===== config.mk =====
export PLATFORM = sky130hd
export DESIGN_NAME = gregorian_calendar_stepper
export DESIGN_NICKNAME = d
export VERILOG_FILES = /design/src/hw/rtl/gcs_pkg.sv /design/src/hw/rtl/gregorian_calendar_stepper.sv
export SDC_FILE = /design/constraint.sdc
export NUM_CORES = 1
export LEC_CHECK = 0
export BUFFER_PORTS_ARGS = -buffer_cell sky130_fd_sc_hd__buf_2
export CAP_MARGIN = 20
export CORE_MARGIN = 1
export CORE_UTILIZATION = 63
export DETAILED_ROUTE_END_ITERATION = 8
export GPL_TIMING_DRIVEN = 0
export HOLD_SLACK_MARGIN = 0.06
export PLACE_DENSITY = 0.84
export SLEW_MARGIN = 20
export SYNTH_ARGS = -nofsm -noshare
export SYNTH_HDL_FRONTEND = slang
export SYNTH_SLANG_ARGS = --single-unit

===== constraint.sdc =====
create_clock -name aclk -period 11.52 [get_ports aclk]
set_input_delay 0 -clock aclk [delete_from_list [all_inputs] [get_ports aclk]]
set_output_delay 0 -clock aclk [all_outputs]
set_load 0.02 [all_outputs]

===== src/hw/rtl/gcs_pkg.sv =====
// Shared types, codes and calendar tables for the Gregorian calendar stepper.
package gcs_pkg;

    localparam int YEAR_W  = 14;
    localparam int MONTH_W = 4;
    localparam int DAY_W   = 5;
    localparam int WDAY_W  = 3;
    localparam int STAT_W  = 2;
    localparam int ACT_W   = 3;
    localparam int CENT_W  = 8;
    localparam int YY_W    = 7;
    localparam int S_TDATA_W = 32;
    localparam int M_TDATA_W = 32;

    // Division by 100 of a 14-bit year: q = (y * DIV100_MUL) >> DIV100_SHIFT.
    localparam int DIV100_MUL_W  = 13;
    localparam int DIV100_SHIFT  = 19;
    localparam logic [DIV100_MUL_W-1:0] DIV100_MUL = 13'd5243;

    typedef logic [ACT_W-1:0]   action_t;
    typedef logic [STAT_W-1:0]  status_t;
    typedef logic [YEAR_W-1:0]  year_t;
    typedef logic [MONTH_W-1:0] month_t;
    typedef logic [DAY_W-1:0]   day_t;
    typedef logic [WDAY_W-1:0]  wday_t;
    typedef logic [CENT_W-1:0]  cent_t;
    typedef logic [YY_W-1:0]    yy_t;

    localparam action_t ACT_QUERY      = 3'd0;
    localparam action_t ACT_LOAD       = 3'd1;
    localparam action_t ACT_NEXT_DAY   = 3'd2;
    localparam action_t ACT_PREV_DAY   = 3'd3;
    localparam action_t ACT_NEXT_MONTH = 3'd4;
    localparam action_t ACT_PREV_MONTH = 3'd5;
    localparam action_t ACT_NEXT_YEAR  = 3'd6;
    localparam action_t ACT_PREV_YEAR  = 3'd7;

    localparam status_t STATUS_OK      = 2'd0;
    localparam status_t STATUS_BADLOAD = 2'd1;
    localparam status_t STATUS_RANGE   = 2'd2;

    localparam month_t MONTH_JAN = 4'd1;
    localparam month_t MONTH_FEB = 4'd2;
    localparam month_t MONTH_DEC = 4'd12;
    localparam day_t   DAY_FIRST = 5'd1;
    localparam day_t   DAY_28    = 5'd28;
    localparam day_t   DAY_29    = 5'd29;
    localparam day_t   DAY_31    = 5'd31;
    localparam yy_t    YY_LAST   = 7'd99;

    function automatic logic is_leap(cent_t cent, yy_t yy);
        logic r;
        if (yy != '0) begin
            r = (yy[1:0] == 2'd0);
        end else begin
            r = (cent[1:0] == 2'd0);
        end
        return r;
    endfunction

    function automatic day_t last_day(logic leap, month_t m);
        day_t r;
        unique case (m)
            4'd2:                      r = leap ? 5'd29 : 5'd28;
            4'd4, 4'd6, 4'd9, 4'd11:   r = 5'd30;
            default:                   r = 5'd31;
        endcase
        return r;
    endfunction

    function automatic logic [2:0] month_off(logic leap, month_t m);
        logic [2:0] r;
        unique case (m)
            4'd2:    r = leap ? 3'd2 : 3'd3;
            4'd3:    r = 3'd3;
            4'd4:    r = 3'd6;
            4'd5:    r = 3'd1;
            4'd6:    r = 3'd4;
            4'd7:    r = 3'd6;
            4'd8:    r = 3'd2;
            4'd9:    r = 3'd5;
            4'd10:   r = 3'd0;
            4'd11:   r = 3'd3;
            4'd12:   r = 3'd5;
            default: r = leap ? 3'd6 : 3'd0;
        endcase
        return r;
    endfunction

    function automatic logic [2:0] century_off(cent_t cent);
        logic [2:0] idx;
        logic [2:0] r;
        idx = cent[2:0] + 3'd7;
        unique case (idx[1:0])
            2'd0:    r = 3'd4;
            2'd1:    r = 3'd2;
            2'd2:    r = 3'd0;
            default: r = 3'd6;
        endcase
        return r;
    endfunction

    // Since 8 is 1 modulo 7, folding the high bits onto the low three keeps the residue.
    function automatic wday_t weekday(cent_t cent, yy_t yy, month_t m, day_t d, logic leap);
        logic [7:0] sum;
        logic [5:0] f1;
        logic [3:0] f2;
        wday_t      r;
        sum = 8'(century_off(cent)) + 8'(yy) + 8'(yy[YY_W-1:2]) + 8'(d)
            + 8'(month_off(leap, m));
        f1 = 6'(sum[7:3]) + 6'(sum[2:0]);
        f2 = 4'(f1[5:3]) + 4'(f1[2:0]);
        if (f2 >= 4'd7) begin
            r = 3'(f2 - 4'd7);
        end else begin
            r = 3'(f2);
        end
        return r;
    endfunction

endpackage


===== src/hw/rtl/gregorian_calendar_stepper.sv =====
// Top level of the Gregorian calendar stepper: command register, date update and result register.
// An accepted beat passes through the command register and then the result register.
// Throughput: one beat per cycle while the output is not stalled; the held date is updated in
// the same edge that loads the result register, so the next command already sees it.
// Reset: synchronous on aresetn low; the date returns to 1 January of YEAR_LOW
// and both pipeline registers are emptied.
module gregorian_calendar_stepper #(
    parameter int YEAR_LOW  = 1753,
    parameter int YEAR_HIGH = 9999
) (
    input  logic                           aclk,
    input  logic                           aresetn,
    input  logic                           s_tvalid,
    output logic                           s_tready,
    // action[2:0], load_year[16:3], load_month[20:17], load_day[25:21]
    input  logic [gcs_pkg::S_TDATA_W-1:0]  s_tdata,
    output logic                           m_tvalid,
    input  logic                           m_tready,
    // cur_year[13:0], cur_month[17:14], cur_day[22:18], weekday[25:23], leap[26],
    // status[28:27]
    output logic [gcs_pkg::M_TDATA_W-1:0]  m_tdata
);

    localparam gcs_pkg::year_t Y_LOW  = gcs_pkg::year_t'(YEAR_LOW);
    localparam gcs_pkg::year_t Y_HIGH = gcs_pkg::year_t'(YEAR_HIGH);
    localparam gcs_pkg::cent_t C_LOW  = gcs_pkg::cent_t'(YEAR_LOW / 100);
    localparam gcs_pkg::yy_t   YY_LOW = gcs_pkg::yy_t'(YEAR_LOW % 100);

    // Incoming beat fields.
    gcs_pkg::action_t s_action;
    gcs_pkg::year_t   s_year;
    gcs_pkg::month_t  s_month;
    gcs_pkg::day_t    s_day;

    assign s_action = s_tdata[2:0];
    assign s_year   = s_tdata[16:3];
    assign s_month  = s_tdata[20:17];
    assign s_day    = s_tdata[25:21];

    // Load year split into century and year of century, and the load check.
    logic [gcs_pkg::YEAR_W+gcs_pkg::DIV100_MUL_W-1:0] s_prod;
    gcs_pkg::cent_t s_cent;
    gcs_pkg::year_t s_rem;
    gcs_pkg::yy_t   s_yy;
    logic           s_leap;
    logic           s_ok;

    always_comb begin
        s_prod = (gcs_pkg::YEAR_W + gcs_pkg::DIV100_MUL_W)'(s_year)
               * (gcs_pkg::YEAR_W + gcs_pkg::DIV100_MUL_W)'(gcs_pkg::DIV100_MUL);
        s_cent = s_prod[gcs_pkg::DIV100_SHIFT +: gcs_pkg::CENT_W];
        s_rem  = s_year - gcs_pkg::year_t'(s_cent) * gcs_pkg::year_t'(100);
        s_yy   = s_rem[gcs_pkg::YY_W-1:0];
        s_leap = gcs_pkg::is_leap(s_cent, s_yy);
        s_ok   = (s_year >= Y_LOW) && (s_year <= Y_HIGH)
              && (s_month >= gcs_pkg::MONTH_JAN) && (s_month <= gcs_pkg::MONTH_DEC)
              && (s_day >= gcs_pkg::DAY_FIRST)
              && (s_day <= gcs_pkg::last_day(s_leap, s_month));
    end

    // Command register.
    logic             in_valid_reg;
    gcs_pkg::action_t in_action_reg;
    gcs_pkg::year_t   in_year_reg;
    gcs_pkg::month_t  in_month_reg;
    gcs_pkg::day_t    in_day_reg;
    gcs_pkg::cent_t   in_cent_reg;
    gcs_pkg::yy_t     in_yy_reg;
    logic             in_ok_reg;

    // Held date, kept also as century and year of century.
    gcs_pkg::year_t   year_reg,  year_next;
    gcs_pkg::month_t  month_reg, month_next;
    gcs_pkg::day_t    day_reg,   day_next;
    gcs_pkg::cent_t   cent_reg,  cent_next;
    gcs_pkg::yy_t     yy_reg,    yy_next;

    // Result register.
    logic             out_valid_reg;
    gcs_pkg::wday_t   wday_reg,   wday_next;
    logic             leap_reg,   leap_next;
    gcs_pkg::status_t status_reg, status_next;

    logic advance;
    logic s_accept;

    assign advance  = in_valid_reg && (!out_valid_reg || m_tready);
    assign s_tready = !in_valid_reg || advance;
    assign s_accept = s_tvalid && s_tready;

    always_ff @(posedge aclk) begin
        if (!aresetn) begin
            in_valid_reg <= 1'b0;
        end else if (s_tready) begin
            in_valid_reg <= s_tvalid;
        end
    end

    always_ff @(posedge aclk) begin
        if (s_accept) begin
            in_action_reg <= s_action;
            in_year_reg   <= s_year;
            in_month_reg  <= s_month;
            in_day_reg    <= s_day;
            in_cent_reg   <= s_cent;
            in_yy_reg     <= s_yy;
            in_ok_reg     <= s_ok;
        end
    end

    // Neighbors of the held year.
    gcs_pkg::cent_t cent_inc, cent_dec;
    gcs_pkg::yy_t   yy_inc,   yy_dec;
    logic           leap_cur, leap_inc, leap_dec;
    gcs_pkg::day_t  last_cur;

    always_comb begin
        if (yy_reg == gcs_pkg::YY_LAST) begin
            yy_inc   = '0;
            cent_inc = cent_reg + 1'b1;
        end else begin
            yy_inc   = yy_reg + 1'b1;
            cent_inc = cent_reg;
        end
        if (yy_reg == '0) begin
            yy_dec   = gcs_pkg::YY_LAST;
            cent_dec = cent_reg - 1'b1;
        end else begin
            yy_dec   = yy_reg - 1'b1;
            cent_dec = cent_reg;
        end
        leap_cur = gcs_pkg::is_leap(cent_reg, yy_reg);
        leap_inc = gcs_pkg::is_leap(cent_inc, yy_inc);
        leap_dec = gcs_pkg::is_leap(cent_dec, yy_dec);
        last_cur = gcs_pkg::last_day(leap_cur, month_reg);
    end

    always_comb begin
        year_next   = year_reg;
        month_next  = month_reg;
        day_next    = day_reg;
        cent_next   = cent_reg;
        yy_next     = yy_reg;
        status_next = gcs_pkg::STATUS_OK;
        unique case (in_action_reg)
            gcs_pkg::ACT_LOAD: begin
                if (in_ok_reg) begin
                    year_next  = in_year_reg;
                    month_next = in_month_reg;
                    day_next   = in_day_reg;
                    cent_next  = in_cent_reg;
                    yy_next    = in_yy_reg;
                end else begin
                    status_next = gcs_pkg::STATUS_BADLOAD;
                end
            end
            gcs_pkg::ACT_NEXT_DAY: begin
                if (day_reg < last_cur) begin
                    day_next = day_reg + 1'b1;
                end else if (month_reg < gcs_pkg::MONTH_DEC) begin
                    month_next = month_reg + 1'b1;
                    day_next   = gcs_pkg::DAY_FIRST;
                end else if (year_reg < Y_HIGH) begin
                    year_next  = year_reg + 1'b1;
                    cent_next  = cent_inc;
                    yy_next    = yy_inc;
                    month_next = gcs_pkg::MONTH_JAN;
                    day_next   = gcs_pkg::DAY_FIRST;
                end else begin
                    status_next = gcs_pkg::STATUS_RANGE;
                end
            end
            gcs_pkg::ACT_PREV_DAY: begin
                if (day_reg > gcs_pkg::DAY_FIRST) begin
                    day_next = day_reg - 1'b1;
                end else if (month_reg > gcs_pkg::MONTH_JAN) begin
                    month_next = month_reg - 1'b1;
                    day_next   = gcs_pkg::last_day(leap_cur, month_reg - 1'b1);
                end else if (year_reg > Y_LOW) begin
                    year_next  = year_reg - 1'b1;
                    cent_next  = cent_dec;
                    yy_next    = yy_dec;
                    month_next = gcs_pkg::MONTH_DEC;
                    day_next   = gcs_pkg::DAY_31;
                end else begin
                    status_next = gcs_pkg::STATUS_RANGE;
                end
            end
            gcs_pkg::ACT_NEXT_MONTH: begin
                if (month_reg < gcs_pkg::MONTH_DEC) begin
                    month_next = month_reg + 1'b1;
                    if (day_reg > gcs_pkg::last_day(leap_cur, month_reg + 1'b1)) begin
                        day_next = gcs_pkg::last_day(leap_cur, month_reg + 1'b1);
                    end
                end else if (year_reg < Y_HIGH) begin
                    year_next  = year_reg + 1'b1;
                    cent_next  = cent_inc;
                    yy_next    = yy_inc;
                    month_next = gcs_pkg::MONTH_JAN;
                end else begin
                    status_next = gcs_pkg::STATUS_RANGE;
                end
            end
            gcs_pkg::ACT_PREV_MONTH: begin
                if (month_reg > gcs_pkg::MONTH_JAN) begin
                    month_next = month_reg - 1'b1;
                    if (day_reg > gcs_pkg::last_day(leap_cur, month_reg - 1'b1)) begin
                        day_next = gcs_pkg::last_day(leap_cur, month_reg - 1'b1);
                    end
                end else if (year_reg > Y_LOW) begin
                    year_next  = year_reg - 1'b1;
                    cent_next  = cent_dec;
                    yy_next    = yy_dec;
                    month_next = gcs_pkg::MONTH_DEC;
                end else begin
                    status_next = gcs_pkg::STATUS_RANGE;
                end
            end
            gcs_pkg::ACT_NEXT_YEAR: begin
                if (year_reg < Y_HIGH) begin
                    year_next = year_reg + 1'b1;
                    cent_next = cent_inc;
                    yy_next   = yy_inc;
                    if (month_reg == gcs_pkg::MONTH_FEB && day_reg == gcs_pkg::DAY_29
                        && !leap_inc) begin
                        day_next = gcs_pkg::DAY_28;
                    end
                end else begin
                    status_next = gcs_pkg::STATUS_RANGE;
                end
            end
            gcs_pkg::ACT_PREV_YEAR: begin
                if (year_reg > Y_LOW) begin
                    year_next = year_reg - 1'b1;
                    cent_next = cent_dec;
                    yy_next   = yy_dec;
                    if (month_reg == gcs_pkg::MONTH_FEB && day_reg == gcs_pkg::DAY_29
                        && !leap_dec) begin
                        day_next = gcs_pkg::DAY_28;
                    end
                end else begin
                    status_next = gcs_pkg::STATUS_RANGE;
                end
            end
            default: begin
            end
        endcase
        leap_next = gcs_pkg::is_leap(cent_next, yy_next);
        wday_next = gcs_pkg::weekday(cent_next, yy_next, month_next, day_next, leap_next);
    end

    always_ff @(posedge aclk) begin
        if (!aresetn) begin
            year_reg      <= Y_LOW;
            month_reg     <= gcs_pkg::MONTH_JAN;
            day_reg       <= gcs_pkg::DAY_FIRST;
            cent_reg      <= C_LOW;
            yy_reg        <= YY_LOW;
            out_valid_reg <= 1'b0;
        end else begin
            if (advance) begin
                year_reg  <= year_next;
                month_reg <= month_next;
                day_reg   <= day_next;
                cent_reg  <= cent_next;
                yy_reg    <= yy_next;
            end
            if (advance) begin
                out_valid_reg <= 1'b1;
            end else if (m_tready) begin
                out_valid_reg <= 1'b0;
            end
        end
    end

    always_ff @(posedge aclk) begin
        if (advance) begin
            wday_reg   <= wday_next;
            leap_reg   <= leap_next;
            status_reg <= status_next;
        end
    end

    assign m_tvalid = out_valid_reg;
    assign m_tdata  = {3'b000, status_reg, leap_reg, wday_reg, day_reg, month_reg, year_reg};

endmodule


After elaboration in Yosys (flattened, before gate mapping)
Index checks and enable logic that the tools add are counted.
{"block": "word_totals", "in_bits": 36, "out_inout_bits": 34, "regBits": 88}
{"block": "op_classes", "n_eq_ne": 45, "n_lt_le_gt_ge": 15, "n_addsub": 19, "n_mul": 2, "n_mux": 82, "n_reduce_logical": 43}
{"op": "$mux 14", "count": 7}
{"op": "$pmux 14 s7", "count": 1}
{"op": "$mux 5", "count": 19}
{"op": "$mux 8", "count": 9}
{"op": "$mux 7", "count": 9}
{"op": "$pmux 8 s7", "count": 1}
{"op": "$eq 4x4->1 const B", "count": 13}
{"op": "$pmux 7 s7", "count": 1}
{"op": "$eq 4x3->1 const B", "count": 12}
{"op": "$reduce_bool 7->1", "count": 6}
{"op": "$pmux 5 s7", "count": 1}
{"op": "$mux 4", "count": 7}
{"op": "$mul 14x13->27 const B", "count": 1}
{"op": "$eq 4x2->1 const B", "count": 6}
{"op": "$pmux 3 s8", "count": 1}
{"op": "$logic_not 2->1", "count": 11}
{"op": "$pmux 4 s5", "count": 1}
{"op": "$add 8x5->8", "count": 2}
{"op": "$pmux 2 s2", "count": 4}
{"op": "$reduce_or 4->1", "count": 4}
{"op": "$add 14x1->14 const B", "count": 1}
{"op": "$ge 14x11->1 const B", "count": 1}
{"op": "$gt 14x11->1 const B", "count": 1}
{"op": "$le 14x14->1 const B", "count": 1}
{"op": "other kinds (48)", "count": 86}

Depth between registers and ports, before layout
Gate-level depths: netlist of run 1.
{"block": "depth", "word_depth": 18, "ltp_mapped": 35}

Worst setup path before layout of run 1
No wires, ideal clock.
{"block": "synth_timing", "path_kind": "reg-to-reg", "startpoint": "reg month_reg[0]", "endpoint": "reg wday_reg[1], data pin", "arrival_time_ps": 7870, "slack_ps": 3390, "setup_ps": 260, "period_less_slack_ps": 8130, "stages_incl_launch_ff": 35, "n_path_buf": 1, "required_ps": 11260, "cell_sequence": "dfxtp_1 clkbuf_1 inv_1 ha_1 nor3b_4 ha_1 o2111ai_4 nor3_1 o31ai_2 o22ai_2 a21oi_1 o21ai_0 a22o_1 inv_1 ha_1 and4b_1 a311oi_4 nor3_2 or3_1 ha_1 fa_1 ha_1 fa_1 ha_1 inv_1 fa_1 nor2b_1 o21a_1 xor2_1 inv_1 fa_1 inv_1 ha_1 a21oi_1 mux2_2"}
{"block": "synth_between", "word_cells_on_any_way": 101, "cone_classes": "10 x add/sub; 6 x order compare; 28 x eq/ne; 44 x mux; 13 x reduce/logical"}
{"item": "from (decl)", "line_no": "gregorian_calendar_stepper.sv:73", "source": "gcs_pkg::month_t month_reg, month_next;"}
{"item": "from (signal assigned)", "line_no": "gregorian_calendar_stepper.sv:255", "source": "month_reg <= gcs_pkg::MONTH_JAN;"}
{"item": "from (signal assigned)", "line_no": "gregorian_calendar_stepper.sv:263", "source": "month_reg <= month_next;"}
{"item": "$eq 4x3->1 / $eq 4x4->1 (equally long branches)", "line_no": "gcs_pkg.sv:63", "source": "unique case (m)"}
{"item": "$reduce_or 4->1", "line_no": "gcs_pkg.sv:63"}
{"item": "$pmux 2 s2", "line_no": "gcs_pkg.sv:63"}
{"item": "$lt 5x5->1", "line_no": "gregorian_calendar_stepper.sv:158", "source": "if (day_reg < last_cur) begin"}
{"item": "$mux 8", "line_no": "gregorian_calendar_stepper.sv:158"}
{"item": "$pmux 8 s7 *", "line_no": "gregorian_calendar_stepper.sv:145", "source": "unique case (in_action_reg)"}
{"item": "net cent_next[0]", "line_no": "gregorian_calendar_stepper.sv:75", "source": "gcs_pkg::cent_t cent_reg, cent_next;"}
{"item": "$logic_not 2->1 *", "line_no": "gcs_pkg.sv:56", "source": "r = (cent[1:0] == 2'd0);"}
{"item": "[... 1 more ...]"}
{"item": "net leap_next", "line_no": "gregorian_calendar_stepper.sv:81", "source": "logic leap_reg, leap_next;"}
{"item": "$mux 1 / $mux 3 (equally long branches)", "line_no": "gcs_pkg.sv:74, gcs_pkg.sv:85"}
{"item": "$pmux 3 s8 *", "line_no": "gcs_pkg.sv:73", "source": "unique case (m)"}
{"item": "$add 8x3->8 *", "line_no": "gcs_pkg.sv:110", "source": "+ 8'(month_off(leap, m));"}
{"item": "$add 5x3->6 *", "line_no": "gcs_pkg.sv:111", "source": "f1 = 6'(sum[7:3]) + 6'(sum[2:0]);"}
{"item": "$add 3x3->4 *", "line_no": "gcs_pkg.sv:112", "source": "f2 = 4'(f1[5:3]) + 4'(f1[2:0]);"}
{"item": "$ge 4x3->1 / $sub 3x3->3 (equally long branches)", "line_no": "gcs_pkg.sv:113, gcs_pkg.sv:114"}
{"item": "$mux 3 *", "line_no": "gcs_pkg.sv:113", "source": "if (f2 >= 4'd7) begin"}
{"item": "net wday_next[1]", "line_no": "gregorian_calendar_stepper.sv:80", "source": "gcs_pkg::wday_t wday_reg, wday_next;"}
{"item": "to (signal assigned)", "line_no": "gregorian_calendar_stepper.sv:278", "source": "wday_reg <= wday_next;"}
{"item": "to (decl)", "line_no": "gregorian_calendar_stepper.sv:80"}
Mark *: on every way through the listed nets, which the timed path passes. The rest lies on a longest branch. The select of a mux whose other input is x is not followed.
A chain may end at the register's enable or synchronous reset.

Worst setup path in the final report of run 1
{"block": "layout_timing", "startpoint": "reg month_reg[0]", "endpoint": "reg wday_reg[1], data pin"}
{"block": "layout_between", "elab_chain_cells": 17, "word_cells_on_any_way": 101, "cone_classes": "10 x add/sub; 6 x order compare; 28 x eq/ne; 44 x mux; 13 x reduce/logical"}
{"item": "$eq 4x3->1 / $eq 4x4->1 (equally long branches)", "line_no": "gcs_pkg.sv:63"}
{"item": "$reduce_or 4->1", "line_no": "gcs_pkg.sv:63"}
{"item": "$pmux 2 s2", "line_no": "gcs_pkg.sv:63"}
{"item": "$lt 5x5->1", "line_no": "gregorian_calendar_stepper.sv:158"}
{"item": "$mux 8", "line_no": "gregorian_calendar_stepper.sv:158"}
{"item": "$pmux 8 s7", "line_no": "gregorian_calendar_stepper.sv:145"}
{"item": "$add 2x2->2", "line_no": "gcs_pkg.sv:93", "source": "idx = cent[2:0] + 3'd7;"}
{"item": "$eq 2x2->1 (tied with other cells)", "line_no": "gcs_pkg.sv:94", "source": "unique case (idx[1:0])"}
{"item": "$pmux 3 s3", "line_no": "gcs_pkg.sv:94"}
{"item": "$add 3x7->8", "line_no": "gcs_pkg.sv:109", "source": "sum = 8'(century_off(cent)) + 8'(yy) + 8'(yy[YY_W-1:2]) + 8'(d)"}
{"item": "$add 8x5->8 (2 in series)", "line_no": "gcs_pkg.sv:109"}
{"item": "$add 8x3->8 *", "line_no": "gcs_pkg.sv:110"}
{"item": "$add 5x3->6 *", "line_no": "gcs_pkg.sv:111"}
{"item": "$add 3x3->4 *", "line_no": "gcs_pkg.sv:112"}
{"item": "$ge 4x3->1 / $sub 3x3->3 (equally long branches)", "line_no": "gcs_pkg.sv:113, gcs_pkg.sv:114"}
{"item": "$mux 3 *", "line_no": "gcs_pkg.sv:113"}
{"item": "net wday_next[1]", "line_no": "gregorian_calendar_stepper.sv:80"}
Marks and branches as above.

==> impl_metrics.ini, run 1 <==
[timing]
tightest_slew_ns = 0.786
hold_violations = 0
slew_headroom_pct = 47.1
fin_crit_ns = 9.29
period_share_pct = 80.7
max_freq_mhz = 108
slew_violations = 0
rsz0062_at_grt = false
holdWs_ns = 0.0611
finalSetupViolations = 0
finalSetupTns_ns = 0
clock_skew_ns = 0.00932
worst_slack_ns = 2.23

[setup_path]
ff2ff_path_depth = 35
worst_r2r_endpoint = wday_reg[1]
crit_end = wday_reg[1]
crit_buf_inv = 6
timing.reg2reg.setup_slack_ns = 2.23
r2r-start = month_reg[0]
critPathArrivalTime_ns = 9.39
critPathMaxFanout = 9
cpMaxStageDelayCell = fa_1
worstSetupPathDepth = 35
required_ns = 11.62
crit_path_end_kind = flop
crit_start = month_reg[0]
cp_common_cell = fa_1
critPathKind = flop to flop
path_delay_family = adder cells
critPathLaunchType = flop
cp_slowest_stage_delay_ns = 0.54

[global_routing]
grt_pass1_wl_mm = 45.9
grt_max_degree = 35
antenna_found_initial = 0
grt.total_usage_pct = 35.9
grt_pass1_vias = 8773
grt_overflow = 0

[placed_design]
place_ws_ns = 2.45
gp_congestion = 0.961
placedCellCount = 1425
port_buffers = 59
dp_hpwl_mm = 22.7

[layout]
stdcell_count = 1469
nNetsFinal = 1526
drive_gt1_share_pct = 10.2
multiInputGateArea_mm2 = 0.00755
area_growth_pct = 11.5
fillers = 1202
regArea_mm2 = 0.00188
diodes = 0

[power_and_ir_drop]
p_leak_uw = 0.00542
power_density_mw_per_mm2 = 278
ir_worst_vdd_mv = 0.788

[clock_tree]
cts_buffers = 9
cts_root_buffer = clkbuf_16
path_clk_slew_ns = 0.06
cts_buffer_depth = 2
clock_sinks = 74
clk_latency_ns = 0.35
cts_tree = done
htreeDepth = 3
cts_setup_buffers = 0

[floorplan]
fp-row-count = 46
start_util_pct = 64.6
core_area_mm2 = 0.0159
ioPinCount = 70
die_area_mm2 = 0.0169
die_h_um = 130
die_width_um = 130

[synth]
ys_warn_count = 0
synth_cell_types = 97
synth_most_common_cell = inv_1
async_flop_share_pct = 0
synth_seq_cells = 74
ys_top_cells_by_count = inv_1, ha_1, fa_1, nor2_1, nand2_1
synth_flop_cell = edfxtp_1
syn_inst = 1146
yosysSeqAreaShare_pct = 18.3
synthTopCellsByArea = ha_1, fa_1, edfxtp_1
synth.avg_cell_area_um2 = 8.99
synth.cell_area_mm2 = 0.0103
synth_edf_count = 40
netlist.area_leader.share_pct = 20.2
synth_top_cell_by_area = ha_1

[worst_hold_path]
worst_hold_path_type = input port to flop

[run_status]
status = finished, final reports clean

[drt]
drt_iter0_drc = 915
drc = 0
vias = 9078
avgViaCountPerCell = 6.18
firstDrtPassIters = 8
drt_wl_total_mm = 29.0
wire_per_inst_um = 19.7
postRouteAntennaNets = 0

[job]
cap_violations = 0
## where the power goes
part	leakage (µW)	switching (µW)	total [µW]	internal [µW]
clock network	0.000135	117	285	168
registers	0.000668	23.5	459	436
logic	0.00461	1300	2450	1150
## area by class of cell
cell class	count	share of cell area (%)
clock buffer	10	1.99
tap	216	2.35
timing repair buffer	89	5.23
multi-input combinational	861	65.8
sequential	74	16.4
buffer	44	2.17
clock inverter	6	0.578
inverter	169	5.53
## how the worst min path moves through the flow
stage,from,to,cells past startpoint
after floorplan,s_tdata[0],in_action_reg[0],0
after global placement,s_tdata[1],in_action_reg[1],1
after detailed placement,s_tdata[2],in_action_reg[2],1
after CTS,s_tdata[12],in_year_reg[9],1
after global routing,s_tdata[12],in_year_reg[9],1
final,s_tdata[12],in_year_reg[9],1
## worst register-to-register path, delay by kind of cell (launching register included)
family	cells	cell delay (ns)
xor gates and xnor gates	3	0.80
AOI/OAI and AO/OA	8	1.41
buffers and inverters	6	0.91
muxes	2	0.75
and+or+nand+nor	6	0.87
adders and majority gates	10	3.83
DFF	1	0.45
## layer usage
| layer | wire (µm) | global-route usage (%) | vias up | share of wire [%] |
|---|---|---|---|---|
| met2 | 13600 | 59.5 | 471 | 47 |
| met3 | 2290 | 6.07 | 85 | 7.9 |
| met4 | 1070 | 14.6 | 0 | 3.7 |
| li1 | - | - | 4211 | - |
| met5 | 0 | 0 | - | 0 |
| met1 | 12000 | 46.9 | 4311 | 41 |
## cells by family (layout without fill, tap and decap cells)
group	after synthesis	count (layout)	synth area share, %
adders and majority gates	242	242	34.9
xor gates and xnor gates	50	50	4.25
DFF	74	74	18.3
other	1	3	0.0364
muxes	21	21	2.08
buffers and inverters	213	318	8.58
and+or+nand+nor	280	280	13.7
AOI/OAI and AO/OA	265	265	18.2
## repair_timing
item                                   in CTS  in global routing
gates resized for setup                     0                  0
hold buffers                               28                  0
endpoints found under the hold margin      27                  0
## per-stage QoR
step	util [%]	area, µm²	power [µW]
global placement	68.2	10900	2770
finish	72.0	11500	3200
floorplan	-	10300	2410
global route	72.0	11500	3540
detailed placement	68.4	10900	2900
CTS	72.0	11500	3200
## cells in the final DEF (no fill, tap or decap), types with 11 or more instances in the layout
cell type and count:
nor3_1 29, clkbuf_1 29, a21oi_1 69, dfxtp_1 34, nor2_1 73, dlygate4sd3_1 28
fa_1 76, inv_1 167, nand3_1 20, xnor2_1 33, buf_2 61, o211ai_1 25
nand2_1 70, nand4_1 11, xor2_1 17, ha_1 166, a21o_1 17, mux2i_1 18
edfxtp_1 40, a211oi_1 14, o21ai_0 42
(Power assumes the default switching activity.)
==> run 2: changes to the inputs <==
- CORE_UTILIZATION: 63 -> 57
- PLACE_DENSITY: 0.84 -> 0.8
- clock period: 11.52 -> 8.1 ns (I/O delays scaled with it)
==> impl_metrics.ini, run 2 (same netlist as run 1, synthesis figures left out) <==
[timing]
tightest_slew_ns = 0.814
finalSetupTns_ns = 0
slew_violations = 0
fin_crit_ns = 7.87
clock_skew_ns = 0.00906
period_share_pct = 97.2
max_freq_mhz = 127
finalSetupViolations = 0
hold_violations = 0
slew_headroom_pct = 45.7
holdWs_ns = 0.0651

[power_and_ir_drop]
p_total_uw = 5080
ir_worst_vdd_mv = 1.44
power_density_mw_per_mm2 = 420
p_leak_uw = 0.00567

[setup_path]
cpMaxStageDelayCell = a2111oi_1
timing.reg2reg.setup_slack_ns = 0.23
r2r-start = day_reg[1]
crit_buf_inv = 7
crit_path_end_kind = flop
path_delay_family = compound AO/OA/AOI/OAI gates
ff2ff_path_depth = 31
worst_r2r_endpoint = wday_reg[1]
critPathArrivalTime_ns = 7.98
cp_slowest_stage_delay_ns = 0.57
critPathKind = flop to flop
critPathMaxFanout = 8
critPathLaunchType = flop
required_ns = 8.21
cp_common_cell = buf_4

[floorplan]
die_width_um = 136
fp-row-count = 48
die_area_mm2 = 0.0186
start_util_pct = 58.9
die_h_um = 136
ioPinCount = 70
core_area_mm2 = 0.0175

[placed_design]
gp_congestion = 0.958
port_buffers = 59
dp_hpwl_mm = 23.4
dpl-instance-area_mm2 = 0.0109

[layout]
final_cell_mix = inv_1, ha_1, fa_1
finalInstanceArea_mm2 = 0.0121
drive_gt1_share_pct = 18.0
diodes = 0
fillers = 1411
fin_util_pct = 69.3
final_common_cell = inv_1
area_growth_pct = 17.6
nNetsFinal = 1555

[drt]
drt_iter0_drc = 717
drt_wl_total_mm = 30.3
postRouteAntennaNets = 0
wire_per_inst_um = 20.1
firstDrtPassIters = 6
vias = 9187
drc = 0
avgViaCountPerCell = 6.10

[worst_hold_path]
hold_depth = 1
hold_path_startpoint = s_tdata[9]
worst_hold_path_type = input port to flop
holdPathEnd = in_year_reg[6]

[clock_tree]
cts_root_buffer = clkbuf_16
cts_tree = done
htreeDepth = 3
clk_latency_ns = 0.35
cts_buffer_depth = 2
path_clk_slew_ns = 0.06
clock_sinks = 74
cts_buffers = 9

[global_routing]
grt.total_usage_pct = 34.0
grt_max_degree = 35
antenna_found_initial = 0
grt_pass1_wl_mm = 47.7
grt_pass1_vias = 9100
grt_overflow = 0

[run_status]
status = finished, final reports clean

[job]
cap_violations = 0
[run 2: changes by cell type in the layout (fill, tap and decap cells not counted), sizes merged]
| cell | change |
|---|---|
| buf | +36 |
| bufinv | +1 |
| dlygate4sd3 | -2 |
| clkbuf | -4 |
| clkinvlp | -1 |
| inv | -1 |
[run 2: layer usage]
layer / global-route usage (%) / routed length [µm] / vias to the layer above
li1: - / - / 4277
met1: 43.9 / 12400 / 4450
met2: 56.1 / 14500 / 375
met3: 4.88 / 2110 / 85
met4: 15.3 / 1320 / 0
met5: 0 / 0 / -
[run 2: worst reg2reg max path: cells and delay by family (launching register included)]
kind | cells | cell delay, ns
adders and majority gates | 7 | 2.24
AOI/OAI and AO/OA | 12 | 2.81
buffers and inverters | 7 | 1.05
muxes | 1 | 0.35
xor gates and xnor gates | 1 | 0.08
and+or+nand+nor | 3 | 0.67
DFF | 1 | 0.42
[run 2: layout make-up]
type                            instances  area (µm²)  area share (%)
Tap cell                              225         282            2.32
Multi-Input combinational cell        861        7890            65.1
Buffer                                 43         275            2.27
Timing Repair Buffer                  119         825            6.81
Sequential cell                        74        1890            15.6
Clock inverter                          5        80.1           0.661
Clock buffer                           11         233            1.92
Inverter                              169         637            5.26
[run 2: worst max-delay path by stage]
stage	startpoint	cells past startpoint	slack, ns	end
final	day_reg[1]	31	0.23	wday_reg[1]
after global routing	day_reg[1]	31	-0.05	wday_reg[1]
after CTS	month_reg[0]	34	0.003	wday_reg[1]
after detailed placement	month_reg[0]	34	-0.97	wday_reg[1]
after global placement	month_reg[0]	35	-0.88	wday_reg[1]
after floorplan	month_reg[0]	34	0.007	wday_reg[1]
[run 2: through the flow]
step | setup WS [ns] | std cells
after floorplan | 0.00724 | 1148
after global placement | -0.878 | 1432
after detailed placement | -0.970 | 1434
after CTS | 0.00322 | 1492
after global routing | -0.0457 | 1507
final | 0.227 | 1507
[run 2: timing repair]
action	4_1_cts	5_1_grt
buffers inserted	16	16
hold buffers	26	0
gates resized for setup	30	79
pin swaps	11	36
endpoints found under the hold margin	25	0
setup endpoints to repair	3	3
[run 2: where the power goes]
group	leakage (µW)	internal, µW	switching, µW
clock network	0.000146	269	160
registers	0.000669	621	37.9
logic	0.00485	1950	2050
total	0.00567	2840	2250
==> run 3: changes to the inputs <==
- CORE_UTILIZATION: 57 -> 63
- PLACE_DENSITY: 0.8 -> 0.84
- clock period: 8.1 -> 7.26 ns (I/O delays scaled with it)
==> impl_metrics.ini, run 3 (same netlist as run 1, synthesis figures left out) <==
[floorplan]
die_width_um = 130
fp-row-count = 46
die_area_mm2 = 0.0169
start_util_pct = 64.6
ioPinCount = 70
die_h_um = 130
core_area_mm2 = 0.0159

[setup_path]
critPathKind = flop to flop
required_ns = 7.36
cpMaxStageDelayCell = fa_2
critPathLaunchType = flop
cp_common_cell = ha_4
critPathMaxFanout = 6
critPathArrivalTime_ns = 7.94
crit_path_end_kind = flop
cp_slowest_stage_delay_ns = 0.56

[drt]
drt_wl_total_mm = 33.2
postRouteAntennaNets = 0
wire_per_inst_um = 21.5
drc = 0
met1_length_mm = 13.0
drt_iter0_drc = 1289
dr_wl_met2_mm = 15.3
vias = 9915
avgViaCountPerCell = 6.43
highest_layer = met4
wl_met3_mm = 3.43
firstDrtPassIters = 8

[power_and_ir_drop]
swShare_pct = 43.3
power_density_mw_per_mm2 = 589
p_int_uw = 4180
p_seq_share_pct = 9.8
p_sw_uw = 3200
combPwrFrac_pct = 84.3
ir_worst_vdd_mv = 2.24
p_leak_uw = 0.00588
pwr-share-clk_pct = 5.8

[placed_design]
gp_congestion = 1.00
place_ws_ns = -1.09
port_buffers = 59
dp_hpwl_mm = 22.8

[clock_tree]
clock_sinks = 74
clk_latency_ns = 0.36
path_clk_slew_ns = 0.07
cts_buffer_depth = 2
cts_tree = done
htreeDepth = 3
cts_buffers = 9
cts_root_buffer = clkbuf_16

[global_routing]
grt_pass1_wl_mm = 50.9
grt.total_usage_pct = 40.2
antenna_found_initial = 1
grt_overflow = 0
grt_pass1_vias = 9710
grt_max_degree = 35

[job]
cap_violations = 0

[run_status]
status = finished with violations
violations = setup timing

[layout]
fillers = 1047
diodes = 0
final_common_cell = inv_1
area_growth_pct = 21.7
final_cell_mix = inv_1, ha_1, buf_4
drive_gt1_share_pct = 21.7
nNetsFinal = 1599

[timing]
worst_slack_ns = -0.583
slew_headroom_pct = 42.9
max_freq_mhz = 127
rsz0062_at_grt = true
finalSetupTns_ns = -2.07
finalSetupViolations = 4
tightest_slew_ns = 0.856
period_share_pct = 108
slew_violations = 0
clock_skew_ns = 0.0120
hold_violations = 0
fin_crit_ns = 7.84
holdWs_ns = 0.0576

[worst_hold_path]
worst_hold_path_type = input port to flop
==> run 3: cell count changes in the layout (fill, tap and decap cells not counted), moves of 3 or more <==
cell | before | now
buf_2 | 63 | 60
buf_4 | 38 | 74
buf_6 | 7 | 16
ha_1 | 156 | 152
ha_4 | 3 | 7
inv_1 | 165 | 161
inv_2 | 1 | 5
o21ai_2 | 4 | 1
==> run 3: repair_timing <==
| action | 4_1_cts | 5_1_grt |
|---|---|---|
| hold buffers | 25 | 0 |
| endpoints found under the hold margin | 25 | 0 |
| pin swaps | 28 | 50 |
| setup endpoints to repair | 3 | 5 |
| gates resized for setup | 48 | 68 |
| buffers inserted | 64 | 15 |
==> run 3: metrics by stage <==
step,total power (µW),std cells,cell area (µm²),util [%]
floorplan,4050,1148,10400,-
global placement,4660,1423,11000,68.8
detailed placement,4890,1424,11000,68.8
CTS,6160,1527,12200,76.2
global route,7920,1542,12500,78.6
finish,7380,1542,12500,78.6
==> run 3: worst max-delay path, delay by kind of cell, from the launching register on <==
kind                       cells  cell delay (ns)
adders and majority gates     10             3.43
DFF                            1             0.37
and+or+nand+nor                3             0.61
AOI/OAI and AO/OA             10             2.02
muxes                          1             0.32
buffers and inverters          7             0.75
xor gates and xnor gates       1             0.08
==> run 3: per-layer routing <==
metal | track usage [%] | vias to the layer above
met3 | 14.1 | 162
li1 | - | 4365
met5 | 0 | -
met1 | 49.4 | 4766
met2 | 63.5 | 622
met4 | 18.7 | 0
==> run 3: path summary, 6_finish.rpt <==
check | startpoint | end | slack, ns | cells after the start
min | s_tdata[13] | in_year_reg[10] | 0.06 | 1
max reg2reg | month_reg[0] | wday_reg[1] | -0.58 | 32
min reg2reg | in_year_reg[6] | year_reg[6] | 0.56 | 2
max | month_reg[0] | wday_reg[1] | -0.58 | 32
==> run 3: power by group through the flow <==
stage / combinational [µW] / sequential, µW / clock, µW
6_report: 6230 / 725 / 431
5_1_grt: 6740 / 731 / 444
4_1_cts: 5020 / 723 / 422
3_5_place_dp: 4160 / 731 / 0
3_3_place_gp: 3930 / 731 / 0
2_1_floorplan: 3300 / 745 / 0
==> run 3: layout make-up <==
| cell class | count | area (µm²) | area share [%] |
|---|---|---|---|
| multi-input cells | 861 | 7980 | 63.7 |
| flip-flops and latches | 74 | 1900 | 15.1 |
| repair buffers | 163 | 1180 | 9.45 |
| inverters | 169 | 642 | 5.12 |
| plain buffers | 43 | 284 | 2.27 |
| well taps | 216 | 270 | 2.16 |
| clock buffers | 9 | 225 | 1.80 |
| clock inverters | 7 | 45.0 | 0.359 |
